[src/rtl/core/leb_pkg.sv]
// Shared constants, codes and controller/datapath handshake types for the line editor.
`default_nettype none
package leb_pkg;

    localparam int LEB_DW        = 8;
    localparam int LEB_REQ_W     = 2;
    localparam int LEB_CFG_IDX_W = 2;
    localparam int LEB_DEPTH_DEF = 256;

    // request types
    localparam logic [LEB_REQ_W-1:0] REQ_KEY    = 2'd0;
    localparam logic [LEB_REQ_W-1:0] REQ_SETCUR = 2'd1;
    localparam logic [LEB_REQ_W-1:0] REQ_CLEAR  = 2'd2;
    localparam logic [LEB_REQ_W-1:0] REQ_READ   = 2'd3;

    // configuration register indexes
    localparam logic [LEB_CFG_IDX_W-1:0] CFG_ENABLE = 2'd0;
    localparam logic [LEB_CFG_IDX_W-1:0] CFG_LIMIT  = 2'd1;
    localparam logic [LEB_CFG_IDX_W-1:0] CFG_COLS   = 2'd2;

    localparam logic [LEB_DW-1:0] COLS_RESET = 8'd80;

    // key codes
    localparam logic [LEB_DW-1:0] KEY_BACKSPACE = 8'h08;
    localparam logic [LEB_DW-1:0] KEY_END       = 8'h14;
    localparam logic [LEB_DW-1:0] KEY_HOME      = 8'h15;
    localparam logic [LEB_DW-1:0] KEY_LEFT      = 8'h16;
    localparam logic [LEB_DW-1:0] KEY_UP        = 8'h17;
    localparam logic [LEB_DW-1:0] KEY_RIGHT     = 8'h18;
    localparam logic [LEB_DW-1:0] KEY_DOWN      = 8'h19;
    localparam logic [LEB_DW-1:0] KEY_DELETE    = 8'h1e;
    localparam logic [LEB_DW-1:0] KEY_PRINT_LO  = 8'h20;
    localparam logic [LEB_DW-1:0] KEY_PRINT_END = 8'd128;

    typedef struct packed {
        logic capture;  // latch the accepted request
        logic exec;     // apply cursor/length update, set up shift or read
        logic shift;    // one shift read step
        logic final_wr; // write the inserted character
        logic out;      // load the result register
    } t_cmd;

    typedef struct packed {
        logic do_ins;      // decoded request inserts (valid in exec)
        logic shift_need;  // decoded request needs a store shift (valid in exec)
        logic ins_pending; // latched: current request is an insert
        logic last;        // shift pointer has reached its end
        logic out_free;    // result register can take a new result
    } t_status;

endpackage
`default_nettype wire

[src/rtl/core/leb_ifs.sv]
// Request and response channel interfaces of the line editor.
`default_nettype none
interface leb_req_if import leb_pkg::*; ();
    logic                 valid;
    logic                 ready;
    logic [LEB_REQ_W-1:0] req_type;
    logic [LEB_DW-1:0]    key_code;
    logic                 suppress;
    logic [LEB_DW-1:0]    cursor_value;
    logic [LEB_DW-1:0]    read_index;

    modport source (output valid, req_type, key_code, suppress, cursor_value, read_index,
                    input ready);
    modport sink   (input valid, req_type, key_code, suppress, cursor_value, read_index,
                    output ready);
endinterface

interface leb_rsp_if import leb_pkg::*; ();
    logic              valid;
    logic              ready;
    logic [LEB_DW-1:0] cursor_pos;
    logic [LEB_DW-1:0] line_length;
    logic [LEB_DW-1:0] read_data;

    modport source (output valid, cursor_pos, line_length, read_data, input ready);
    modport sink   (input valid, cursor_pos, line_length, read_data, output ready);
endinterface
`default_nettype wire

[src/rtl/core/leb_ctrl.sv]
// Sequencer for the line editor: accept, execute, shift, insert write, respond.
`default_nettype none
module leb_ctrl import leb_pkg::*; (
    input  wire logic    i_clk,
    input  wire logic    i_rst_n,
    input  wire logic    i_in_valid,
    output logic         o_in_ready,
    input  wire t_status i_st,
    output t_cmd         o_cmd
);

    localparam logic [2:0] S_IDLE  = 3'd0;
    localparam logic [2:0] S_EXEC  = 3'd1;
    localparam logic [2:0] S_SHIFT = 3'd2;
    localparam logic [2:0] S_DRAIN = 3'd3;
    localparam logic [2:0] S_FINAL = 3'd4;
    localparam logic [2:0] S_DONE  = 3'd5;

    logic [2:0] r_state;
    logic [2:0] n_state;

    always_comb begin
        n_state    = r_state;
        o_cmd      = '0;
        o_in_ready = 1'b0;
        case (r_state)
            S_IDLE: begin
                o_in_ready = 1'b1;
                if (i_in_valid) begin
                    o_cmd.capture = 1'b1;
                    n_state       = S_EXEC;
                end
            end
            S_EXEC: begin
                o_cmd.exec = 1'b1;
                if (i_st.shift_need)
                    n_state = S_SHIFT;
                else if (i_st.do_ins)
                    n_state = S_FINAL;
                else
                    n_state = S_DONE;
            end
            S_SHIFT: begin
                o_cmd.shift = 1'b1;
                if (i_st.last)
                    n_state = S_DRAIN;
            end
            // last pending shift write lands here
            S_DRAIN: begin
                n_state = i_st.ins_pending ? S_FINAL : S_DONE;
            end
            S_FINAL: begin
                o_cmd.final_wr = 1'b1;
                n_state        = S_DONE;
            end
            S_DONE: begin
                if (i_st.out_free) begin
                    o_cmd.out = 1'b1;
                    n_state   = S_IDLE;
                end
            end
            default: n_state = S_IDLE;
        endcase
    end

    always_ff @(posedge i_clk) begin
        if (!i_rst_n)
            r_state <= S_IDLE;
        else
            r_state <= n_state;
    end

endmodule
`default_nettype wire

[src/rtl/core/leb_dp.sv]
// Line editor datapath: request decode, cursor/length/config registers, line store, result.
`default_nettype none
module leb_dp import leb_pkg::*; #(
    parameter int BUF_DEPTH = LEB_DEPTH_DEF
) (
    input  wire logic                     i_clk,
    input  wire logic                     i_rst_n,
    input  wire t_cmd                     i_cmd,
    output t_status                       o_st,
    input  wire logic [LEB_REQ_W-1:0]     i_req_type,
    input  wire logic [LEB_DW-1:0]        i_key_code,
    input  wire logic                     i_suppress,
    input  wire logic [LEB_DW-1:0]        i_cursor_value,
    input  wire logic [LEB_DW-1:0]        i_read_index,
    input  wire logic                     i_cfg_we,
    input  wire logic [LEB_CFG_IDX_W-1:0] i_cfg_idx,
    input  wire logic [LEB_DW-1:0]        i_cfg_data,
    input  wire logic                     i_out_ready,
    output logic                          o_out_valid,
    output logic [LEB_DW-1:0]             o_cursor_pos,
    output logic [LEB_DW-1:0]             o_line_length,
    output logic [LEB_DW-1:0]             o_read_data
);

    localparam int AW = $clog2(BUF_DEPTH);
    localparam logic [LEB_DW-1:0] LEN_CAP   = LEB_DW'(BUF_DEPTH - 2);
    localparam logic [LEB_DW-1:0] LIMIT_MAX = LEB_DW'(BUF_DEPTH - 1);

    // latched request
    logic [LEB_REQ_W-1:0] r_req;
    logic [LEB_DW-1:0]    r_code;
    logic                 r_sup;
    logic [LEB_DW-1:0]    r_cval;
    logic [LEB_DW-1:0]    r_ridx;

    // editor state and configuration
    logic [LEB_DW-1:0] r_cursor;
    logic [LEB_DW-1:0] r_len;
    logic              r_en;
    logic [LEB_DW-1:0] r_limit;
    logic [LEB_DW-1:0] r_cols;

    // shift engine
    logic          r_ins;
    logic [AW-1:0] r_ptr;
    logic [AW-1:0] r_end;
    logic [AW-1:0] r_ins_pos;
    logic          r_wpend;
    logic [AW-1:0] r_waddr;
    logic          r_rd_hit;

    // line store
    logic [LEB_DW-1:0] r_mem [BUF_DEPTH];
    logic [LEB_DW-1:0] r_q;

    // result register
    logic              r_ovalid;
    logic [LEB_DW-1:0] r_ocur;
    logic [LEB_DW-1:0] r_olen;
    logic [LEB_DW-1:0] r_odata;

    // decode
    logic              key_ok;
    logic              printable;
    logic              room;
    logic [LEB_DW:0]   down_sum;
    logic [LEB_DW-1:0] n_cursor;
    logic [LEB_DW-1:0] n_len;
    logic              do_ins;
    logic              do_rem;
    logic [LEB_DW-1:0] rem_pos;
    logic [LEB_DW:0]   rem_next;
    logic              rd_hit;
    logic              shift_need;
    logic [LEB_DW-1:0] len_m1;

    logic              mem_we;
    logic [AW-1:0]     mem_waddr;
    logic [LEB_DW-1:0] mem_wdata;
    logic              mem_re;
    logic [AW-1:0]     mem_raddr;

    always_comb begin
        key_ok    = (r_req == REQ_KEY) && r_en && !r_sup;
        printable = r_code inside {[KEY_PRINT_LO : KEY_PRINT_END - 8'd1]};
        room      = (r_len < LEN_CAP) && (r_len < r_limit);
        down_sum  = {1'b0, r_cursor} + {1'b0, r_cols};
        len_m1    = r_len - 8'd1;
        n_cursor  = r_cursor;
        n_len     = r_len;
        do_ins    = 1'b0;
        do_rem    = 1'b0;
        rem_pos   = r_cursor;
        rd_hit    = 1'b0;
        case (r_req)
            REQ_KEY: begin
                if (key_ok) begin
                    case (r_code)
                        KEY_LEFT:  if (r_cursor != '0) n_cursor = r_cursor - 8'd1;
                        KEY_RIGHT: if (r_cursor < r_len) n_cursor = r_cursor + 8'd1;
                        KEY_UP:    if (r_cursor > r_cols) n_cursor = r_cursor - r_cols;
                        KEY_DOWN: begin
                            if (down_sum < {1'b0, r_len})
                                n_cursor = down_sum[LEB_DW-1:0];
                            else
                                n_cursor = r_len;
                        end
                        KEY_BACKSPACE: begin
                            if (r_cursor != '0) begin
                                do_rem   = 1'b1;
                                rem_pos  = r_cursor - 8'd1;
                                n_cursor = r_cursor - 8'd1;
                                n_len    = len_m1;
                            end
                        end
                        KEY_DELETE: begin
                            if (r_cursor < r_len) begin
                                do_rem = 1'b1;
                                n_len  = len_m1;
                            end
                        end
                        KEY_END:  n_cursor = r_len;
                        KEY_HOME: n_cursor = '0;
                        default: begin
                            if (printable && room) begin
                                do_ins   = 1'b1;
                                n_len    = r_len + 8'd1;
                                n_cursor = r_cursor + 8'd1;
                            end
                        end
                    endcase
                end
            end
            REQ_SETCUR: n_cursor = (r_cval > r_len) ? r_len : r_cval;
            REQ_CLEAR: begin
                n_cursor = '0;
                n_len    = '0;
            end
            REQ_READ: rd_hit = (r_ridx < r_len);
            default: ;
        endcase
        rem_next = {1'b0, rem_pos} + 9'd1;
        if (do_ins)
            shift_need = (r_len > r_cursor);
        else if (do_rem)
            shift_need = (rem_next < {1'b0, r_len});
        else
            shift_need = 1'b0;
    end

    assign o_st.do_ins      = do_ins;
    assign o_st.shift_need  = shift_need;
    assign o_st.ins_pending = r_ins;
    assign o_st.last        = (r_ptr == r_end);
    assign o_st.out_free    = !r_ovalid || i_out_ready;

    // request capture
    always_ff @(posedge i_clk) begin
        if (i_cmd.capture) begin
            r_req  <= i_req_type;
            r_code <= i_key_code;
            r_sup  <= i_suppress;
            r_cval <= i_cursor_value;
            r_ridx <= i_read_index;
        end
    end

    // configuration
    always_ff @(posedge i_clk) begin
        if (!i_rst_n) begin
            r_en    <= 1'b0;
            r_limit <= '0;
            r_cols  <= COLS_RESET;
        end else if (i_cfg_we) begin
            case (i_cfg_idx)
                CFG_ENABLE: r_en <= i_cfg_data[0];
                CFG_LIMIT: begin
                    if ({1'b0, i_cfg_data} >= (LEB_DW+1)'(BUF_DEPTH))
                        r_limit <= LIMIT_MAX;
                    else
                        r_limit <= i_cfg_data;
                end
                CFG_COLS: r_cols <= i_cfg_data;
                default: ;
            endcase
        end
    end

    // cursor and length
    always_ff @(posedge i_clk) begin
        if (!i_rst_n) begin
            r_cursor <= '0;
            r_len    <= '0;
        end else if (i_cmd.exec) begin
            r_cursor <= n_cursor;
            r_len    <= n_len;
        end
    end

    // shift set-up and stepping; insert walks down, remove walks up
    always_ff @(posedge i_clk) begin
        if (i_cmd.exec) begin
            r_ins     <= do_ins;
            r_ins_pos <= r_cursor[AW-1:0];
            r_rd_hit  <= rd_hit;
            if (do_ins) begin
                r_ptr <= len_m1[AW-1:0];
                r_end <= r_cursor[AW-1:0];
            end else begin
                r_ptr <= rem_next[AW-1:0];
                r_end <= len_m1[AW-1:0];
            end
        end else if (i_cmd.shift) begin
            if (r_ins) begin
                r_ptr   <= r_ptr - AW'(1);
                r_waddr <= r_ptr + AW'(1);
            end else begin
                r_ptr   <= r_ptr + AW'(1);
                r_waddr <= r_ptr - AW'(1);
            end
        end
    end

    always_ff @(posedge i_clk) begin
        if (!i_rst_n)
            r_wpend <= 1'b0;
        else
            r_wpend <= i_cmd.shift;
    end

    // the byte read in one step is written back in the following cycle
    assign mem_we    = r_wpend || i_cmd.final_wr;
    assign mem_waddr = i_cmd.final_wr ? r_ins_pos : r_waddr;
    assign mem_wdata = i_cmd.final_wr ? r_code : r_q;
    assign mem_re    = (i_cmd.exec && rd_hit) || i_cmd.shift;
    assign mem_raddr = i_cmd.exec ? r_ridx[AW-1:0] : r_ptr;

    always_ff @(posedge i_clk) begin
        if (mem_we)
            r_mem[mem_waddr] <= mem_wdata;
    end

    always_ff @(posedge i_clk) begin
        if (mem_re)
            r_q <= r_mem[mem_raddr];
    end

    // result register
    always_ff @(posedge i_clk) begin
        if (!i_rst_n)
            r_ovalid <= 1'b0;
        else if (i_cmd.out)
            r_ovalid <= 1'b1;
        else if (i_out_ready)
            r_ovalid <= 1'b0;
    end

    always_ff @(posedge i_clk) begin
        if (i_cmd.out) begin
            r_ocur  <= r_cursor;
            r_olen  <= r_len;
            r_odata <= r_rd_hit ? r_q : '0;
        end
    end

    assign o_out_valid   = r_ovalid;
    assign o_cursor_pos  = r_ocur;
    assign o_line_length = r_olen;
    assign o_read_data   = r_odata;

endmodule
`default_nettype wire

[src/rtl/core/line_edit_buffer.sv]
// Line editor top level: request channel in, one response per request out, config port.
// Requests (i_req): key, set cursor, clear line, read byte. Each accepted request gives
// exactly one response (o_rsp) with cursor, length and read byte (zero unless a read
// request hits a position below the length).
// One request is in flight at a time; i_req.ready is high only while the block is idle.
// The next request can be taken in the cycle after the response is loaded. The line
// store has one read and one write port and moves one byte per cycle, so a shift moves
// at most BUF_DEPTH-3 bytes.
// The response waits in its output register while o_rsp is stalled; the next request
// is taken and worked on meanwhile, and its result waits until that register frees.
// Configuration (i_cfg_*): 0 editor enable, 1 length limit, 2 column count; write only
// while idle. Synchronous active-low reset clears cursor, length and configuration
// (column count to 80); the store is not cleared since bytes past the length read as 0.
`default_nettype none
module line_edit_buffer import leb_pkg::*; #(
    parameter int BUF_DEPTH = LEB_DEPTH_DEF
) (
    input  wire logic                     i_clk,
    input  wire logic                     i_rst_n,
    leb_req_if.sink                       i_req,
    leb_rsp_if.source                     o_rsp,
    input  wire logic                     i_cfg_we,
    input  wire logic [LEB_CFG_IDX_W-1:0] i_cfg_idx,
    input  wire logic [LEB_DW-1:0]        i_cfg_data
);

    t_cmd    cmd;
    t_status st;
    logic    in_ready;

    assign i_req.ready = in_ready;

    leb_ctrl u_ctrl (
        .i_clk      (i_clk),
        .i_rst_n    (i_rst_n),
        .i_in_valid (i_req.valid),
        .o_in_ready (in_ready),
        .i_st       (st),
        .o_cmd      (cmd)
    );

    leb_dp #(
        .BUF_DEPTH (BUF_DEPTH)
    ) u_dp (
        .i_clk          (i_clk),
        .i_rst_n        (i_rst_n),
        .i_cmd          (cmd),
        .o_st           (st),
        .i_req_type     (i_req.req_type),
        .i_key_code     (i_req.key_code),
        .i_suppress     (i_req.suppress),
        .i_cursor_value (i_req.cursor_value),
        .i_read_index   (i_req.read_index),
        .i_cfg_we       (i_cfg_we),
        .i_cfg_idx      (i_cfg_idx),
        .i_cfg_data     (i_cfg_data),
        .i_out_ready    (o_rsp.ready),
        .o_out_valid    (o_rsp.valid),
        .o_cursor_pos   (o_rsp.cursor_pos),
        .o_line_length  (o_rsp.line_length),
        .o_read_data    (o_rsp.read_data)
    );

endmodule
`default_nettype wire

[src/flat_wrapper.sv]
// flat-port wrapper written by rule: the top's interface ports become plain ports
module line_edit_buffer_flat import leb_pkg::*;
#(
    parameter int BUF_DEPTH = LEB_DEPTH_DEF
)
  (i_clk, i_rst_n, i_cfg_we, i_cfg_idx, i_cfg_data, i_req_valid, i_req_req_type, i_req_key_code, i_req_suppress, i_req_cursor_value, i_req_read_index, i_req_ready, o_rsp_valid, o_rsp_cursor_pos, o_rsp_line_length, o_rsp_read_data, o_rsp_ready);
  leb_req_if i_req_i ();
  leb_rsp_if o_rsp_i ();
  input  wire logic i_clk;
  input  wire logic i_rst_n;
  input  wire logic i_cfg_we;
  input  wire logic [LEB_CFG_IDX_W-1:0] i_cfg_idx;
  input  wire logic [LEB_DW-1:0] i_cfg_data;
  input wire logic [$bits(i_req_i.valid)-1:0] i_req_valid;
  input wire logic [$bits(i_req_i.req_type)-1:0] i_req_req_type;
  input wire logic [$bits(i_req_i.key_code)-1:0] i_req_key_code;
  input wire logic [$bits(i_req_i.suppress)-1:0] i_req_suppress;
  input wire logic [$bits(i_req_i.cursor_value)-1:0] i_req_cursor_value;
  input wire logic [$bits(i_req_i.read_index)-1:0] i_req_read_index;
  output wire logic [$bits(i_req_i.ready)-1:0] i_req_ready;
  output wire logic [$bits(o_rsp_i.valid)-1:0] o_rsp_valid;
  output wire logic [$bits(o_rsp_i.cursor_pos)-1:0] o_rsp_cursor_pos;
  output wire logic [$bits(o_rsp_i.line_length)-1:0] o_rsp_line_length;
  output wire logic [$bits(o_rsp_i.read_data)-1:0] o_rsp_read_data;
  input wire logic [$bits(o_rsp_i.ready)-1:0] o_rsp_ready;
  assign i_req_i.valid = i_req_valid;
  assign i_req_i.req_type = i_req_req_type;
  assign i_req_i.key_code = i_req_key_code;
  assign i_req_i.suppress = i_req_suppress;
  assign i_req_i.cursor_value = i_req_cursor_value;
  assign i_req_i.read_index = i_req_read_index;
  assign i_req_ready = i_req_i.ready;
  assign o_rsp_valid = o_rsp_i.valid;
  assign o_rsp_cursor_pos = o_rsp_i.cursor_pos;
  assign o_rsp_line_length = o_rsp_i.line_length;
  assign o_rsp_read_data = o_rsp_i.read_data;
  assign o_rsp_i.ready = o_rsp_ready;
  line_edit_buffer #(.BUF_DEPTH(BUF_DEPTH)) u_core (.i_clk(i_clk), .i_rst_n(i_rst_n), .i_req(i_req_i), .o_rsp(o_rsp_i), .i_cfg_we(i_cfg_we), .i_cfg_idx(i_cfg_idx), .i_cfg_data(i_cfg_data));
endmodule
[config.mk]
export PLATFORM = sky130hd
export DESIGN_NAME = line_edit_buffer_flat
export DESIGN_NICKNAME = d
export VERILOG_FILES = /design/src/rtl/core/leb_pkg.sv /design/src/rtl/core/leb_ifs.sv /design/src/rtl/core/leb_ctrl.sv /design/src/rtl/core/leb_dp.sv /design/src/rtl/core/line_edit_buffer.sv /design/src/flat_wrapper.sv
export SDC_FILE = /design/constraint.sdc
export NUM_CORES = 2
export LEC_CHECK = 0
export BUFFER_PORTS_ARGS = -buffer_cell sky130_fd_sc_hd__buf_2
export CORE_ASPECT_RATIO = 0.9
export CORE_MARGIN = 10
export CORE_UTILIZATION = 50
export DETAILED_ROUTE_END_ITERATION = 6
export PLACE_DENSITY = 0.65
export SETUP_SLACK_MARGIN = 0.5
export SLEW_MARGIN = 20
export SYNTH_ARGS = -nofsm -noshare
export SYNTH_HDL_FRONTEND = slang
export SYNTH_SLANG_ARGS = --single-unit
[constraint.sdc]
create_clock -name i_clk -period 8 [get_ports i_clk]
set_clock_uncertainty 0.15 [all_clocks]
set_input_delay 2 -clock i_clk [delete_from_list [all_inputs] [get_ports i_clk]]
set_output_delay 2 -clock i_clk [all_outputs]
set_load 0.02 [all_outputs]
==> results.md <==
* Die width at around 470 µm
* Clock Path Buffers at 3
* Seq/Total Area, Yosys at between 70% and 80%
* Ys async rst share at 0%
* Remaining antenna violation count at 0
* Max Clk Rate at ~0.17 GHz
* Most used DFF post-synth: edfxtp_1
* Routed wire per std cell at about 32 µm
* Logic gate share of total power at between 10% and 20%
* DP HPWL at between 150 and 200 mm
* Synth area leaders: edfxtp_1, mux4_2, nand2_1, nand3_1, nor2_1
* Post-CTS Resized at 0
* Setup slack after layout at between 2 and 2.5 ns
* Setup crit end kind: flip-flop
* RSZ-0062 raised after global routing: false
* DRT iter0 DRCs at around 8300
* Reg2reg end: u_core.u_dp.r_q[1]
* Post-synth EDFFs at approximately 2100
* Outcome: finished clean
* Worst Hold Depth at 2
* Ratio of cells with drive above 1 in the final layout at 13.3%
* Starting Density at about 50%
* Crit path largest cell delay at between 0.8 and 0.9 ns
* Worst hold path type: flip-flop to flip-flop
* CP Class: flip-flop to flip-flop
* Sink Count at ~2200
* Hold Violations, Final at 0
* Die Height at around 420 µm
* Num ports at just under 70
* Routed wire length at between 200 and 300 mm
* Avg Cell Area, Syn at 15.2 µm²
* Critical R2R Launch: u_core.u_ctrl.r_state[0]
* Slew headroom at between 10% and 20%
* Port Buf Inserts at 67
* Vias in the first global route at ~53000
* Cell with the most instances after synthesis: edfxtp_1
* Fill cells at approximately 14000
* P&R area growth vs syn at 10.4%
* H-tree levels at 4
* Residual DRC at 0
* Worst-margin pin slew at ~1.3 ns
* GRT Total Usage at between 20% and 30%
* Critical path arrival at 6.21 ns
* Fin area at about 99000 µm²
* Post-route insts no fill at ~8500
* CTS tree: built
* Max IR drop VDD at 0.265 mV
* Post-Syn Area at slightly below 90000 µm²
* Grt total ovfl at 0
* Reg2reg path depth at 10
* Area after DPL at around 90000 µm²
* Clk slew on worst S/H paths at about 0.07 ns
* Sequential share of power at 49.7%
* Most frequent CP cell: buf_4
* Mapped Cells at around 6000
* Final Critical Period at roughly 5.8 ns
* Power Internal at around 0.019 W
* # hold bufs at CTS at 0
* Switching share of power at 26.2%
* Slowest CP cell: a2111oi_2
* Critical-path cell list: or3b_2 -> buf_4 -> a21oi_4 -> buf_12 -> buf_4 -> mux4_2 -> o211ai_1 -> a41oi_1 -> a2111oi_2 -> or4b_1
* FF+latch count, synth at about 2200
* YS warnings at 0
* Tcrit/Tclk final at 72.1%
* Max Cap Violations at 0
* Dpl ws at approximately 2.3 ns
* Routability cong. at between 0.9 and 1
* Post-CTS setup buffers at 0
* Antenna violations before repair at 11
* Power share of the clock group at roughly 37%
* Worst Path Required at ~8.4 ns
* Drt first pass iters at 7
* Hold Worst Slack at approximately 0.35 ns
* Syn Nets at approximately 6000
* Final net count at a little over 6000
* Num rows at 147
* Post-Place Cells at 8129
* R2r setup slk at roughly 2.2 ns
* Synth unique cells at a little under 100
* Worst hold path endpoint: u_core.u_dp.r_limit[3]
* Net Sw Power at 0.00676 W
* Clock Root Buffer: clkbuf_16
* Critical Path Fanout Max at slightly below 50
* Largest area contributor in the netlist: edfxtp_1
* Via density per instance at around 6.4
* Clock buffer count from CTS at 206
* Clk_lat worst skew at about 0.85 ns
* Hold Startpoint: u_core.u_dp.r_limit[3]
* CP Launch Type: flip-flop
* Core ar. at between 150000 and 200000 µm²
* Top cells by count, synth: edfxtp_1, nand2_1, nor2_1, nand3_1, mux4_2
* Leakage at 31.9 nW
* Vias at 54800
* Die area at roughly 200000 µm²
* Largest net degree at the start of global routing at ~210
* Final slew viol count at 0
* PD cells at 261 nW/µm²
* Setup violations, final at 0
* First-pass GRT wire length at roughly 380 mm
* Setup TNS Final at 0 ns
* Synth top area share at 71.9%
==> state kept, by name (all words and copies together) (netlist names), 3 cells and up <==
register	cells
u_core.u_ctrl.r_state	3
u_core.u_dp.o_cursor_pos	8
u_core.u_dp.o_line_length	8
u_core.u_dp.o_read_data	8
u_core.u_dp.r_code	8
u_core.u_dp.r_cols	8
u_core.u_dp.r_cursor	8
u_core.u_dp.r_cval	8
u_core.u_dp.r_end	8
u_core.u_dp.r_ins_pos	8
u_core.u_dp.r_len	8
u_core.u_dp.r_limit	8
u_core.u_dp.r_mem	2048
u_core.u_dp.r_ptr	8
u_core.u_dp.r_q	8
u_core.u_dp.r_ridx	8
u_core.u_dp.r_waddr	8
==> per-stage QoR <==
stage / power [W] / utilization [%]
2_1_floorplan: 0.0152 / -
3_3_place_gp: 0.0163 / 51.7
3_5_place_dp: 0.0163 / 51.7
4_1_cts: 0.0258 / 55.4
5_1_grt: 0.0265 / 55.4
6_report: 0.0258 / 55.4
==> metal layers <==
metal	vias up	wire length (µm)	share of wire, %	track usage (%)
met4	4	11900	4.4	10.4
met2	3683	118000	44	38.9
met1	27700	103000	38	37.4
li1	22700	-	-	-
met3	627	36100	13	8.62
met5	-	45	0.017	0.244
==> worst max-delay path, delay by kind of cell, from the launching register on <==
kind | cells | cell delay (ns)
muxes | 1 | 0.55
buffers and inverters | 3 | 1.11
DFF | 1 | 0.46
AOI/OAI and AO/OA | 4 | 2.06
and+or+nand+nor | 2 | 1.07
==> worst max path at each step <==
stage | startpoint | end | slack (ns) | cells past startpoint
3_5_place_dp | u_core.u_ctrl.r_state[0] | u_core.u_dp.r_q[6] | 2.30 | 11
4_1_cts | u_core.u_ctrl.r_state[0] | u_core.u_dp.r_q[6] | 2.28 | 11
5_1_grt | u_core.u_ctrl.r_state[0] | u_core.u_dp.r_q[6] | 2.10 | 11
6_report | u_core.u_ctrl.r_state[0] | u_core.u_dp.r_q[1] | 2.23 | 10
3_3_place_gp | u_core.u_ctrl.r_state[0] | u_core.u_dp.r_q[6] | 2.46 | 10
2_1_floorplan | u_core.u_ctrl.r_state[2] | u_core.u_dp.r_mem[0][1] | 2.78 | 6
==> power by group through the flow <==
stage | Sequential, W | Clock (W) | Combinational [W]
2_1_floorplan | 0.0131 | 0 | 0.00209
3_3_place_gp | 0.0131 | 0 | 0.00324
3_5_place_dp | 0.0131 | 0 | 0.00327
4_1_cts | 0.0128 | 0.00965 | 0.00328
5_1_grt | 0.0128 | 0.0101 | 0.00351
6_report | 0.0128 | 0.00961 | 0.00336
==> cell type report <==
class                      count  area [µm²]  area share (%)
sequential                  2179       65100            65.9
clock buffer                 245        5370            5.43
inverter                      62         245           0.248
timing repair buffer         200        1610            1.63
clock inverter               141        1190            1.20
tap                         2384        2980            3.02
multi-input combinational   3304       22300            22.6
antenna                        9        22.5          0.0228
==> placed cells by master, fill, tap and decap left out, types with 23 or more instances in the layout <==
| cell | instances |
|---|---|
| a32oi_1 | 32 |
| and3_1 | 28 |
| clkinv_1 | 55 |
| nor3_1 | 41 |
| edfxtp_1 | 2141 |
| dfxtp_1 | 38 |
| nor2b_1 | 23 |
| mux4_2 | 220 |
| nand2_1 | 1136 |
| nand2b_1 | 24 |
| a21oi_1 | 101 |
| a311oi_1 | 24 |
| buf_2 | 67 |
| a22oi_1 | 33 |
| clkbuf_1 | 36 |
| nor2_1 | 377 |
| a31oi_1 | 150 |
| nand4_1 | 69 |
| mux2i_1 | 83 |
| xnor2_1 | 47 |
| ha_1 | 72 |
| clkbuf_16 | 209 |
| o211ai_1 | 56 |
| clkinv_2 | 47 |
| inv_1 | 60 |
| buf_4 | 110 |
| nand3_1 | 322 |
| o21ai_0 | 79 |
==> cells by family after synthesis <==
kind of cell / after synthesis / share of synthesized area, %
flops: 2179 / 72.7
simple gates: 2140 / 10.3
compound gates: 691 / 5.40
buf+inv: 407 / 2.69
mux: 339 / 7.25
fa+ha+maj: 74 / 1.05
xor+xnor: 60 / 0.587
Power figures use the tool's default switching activity.
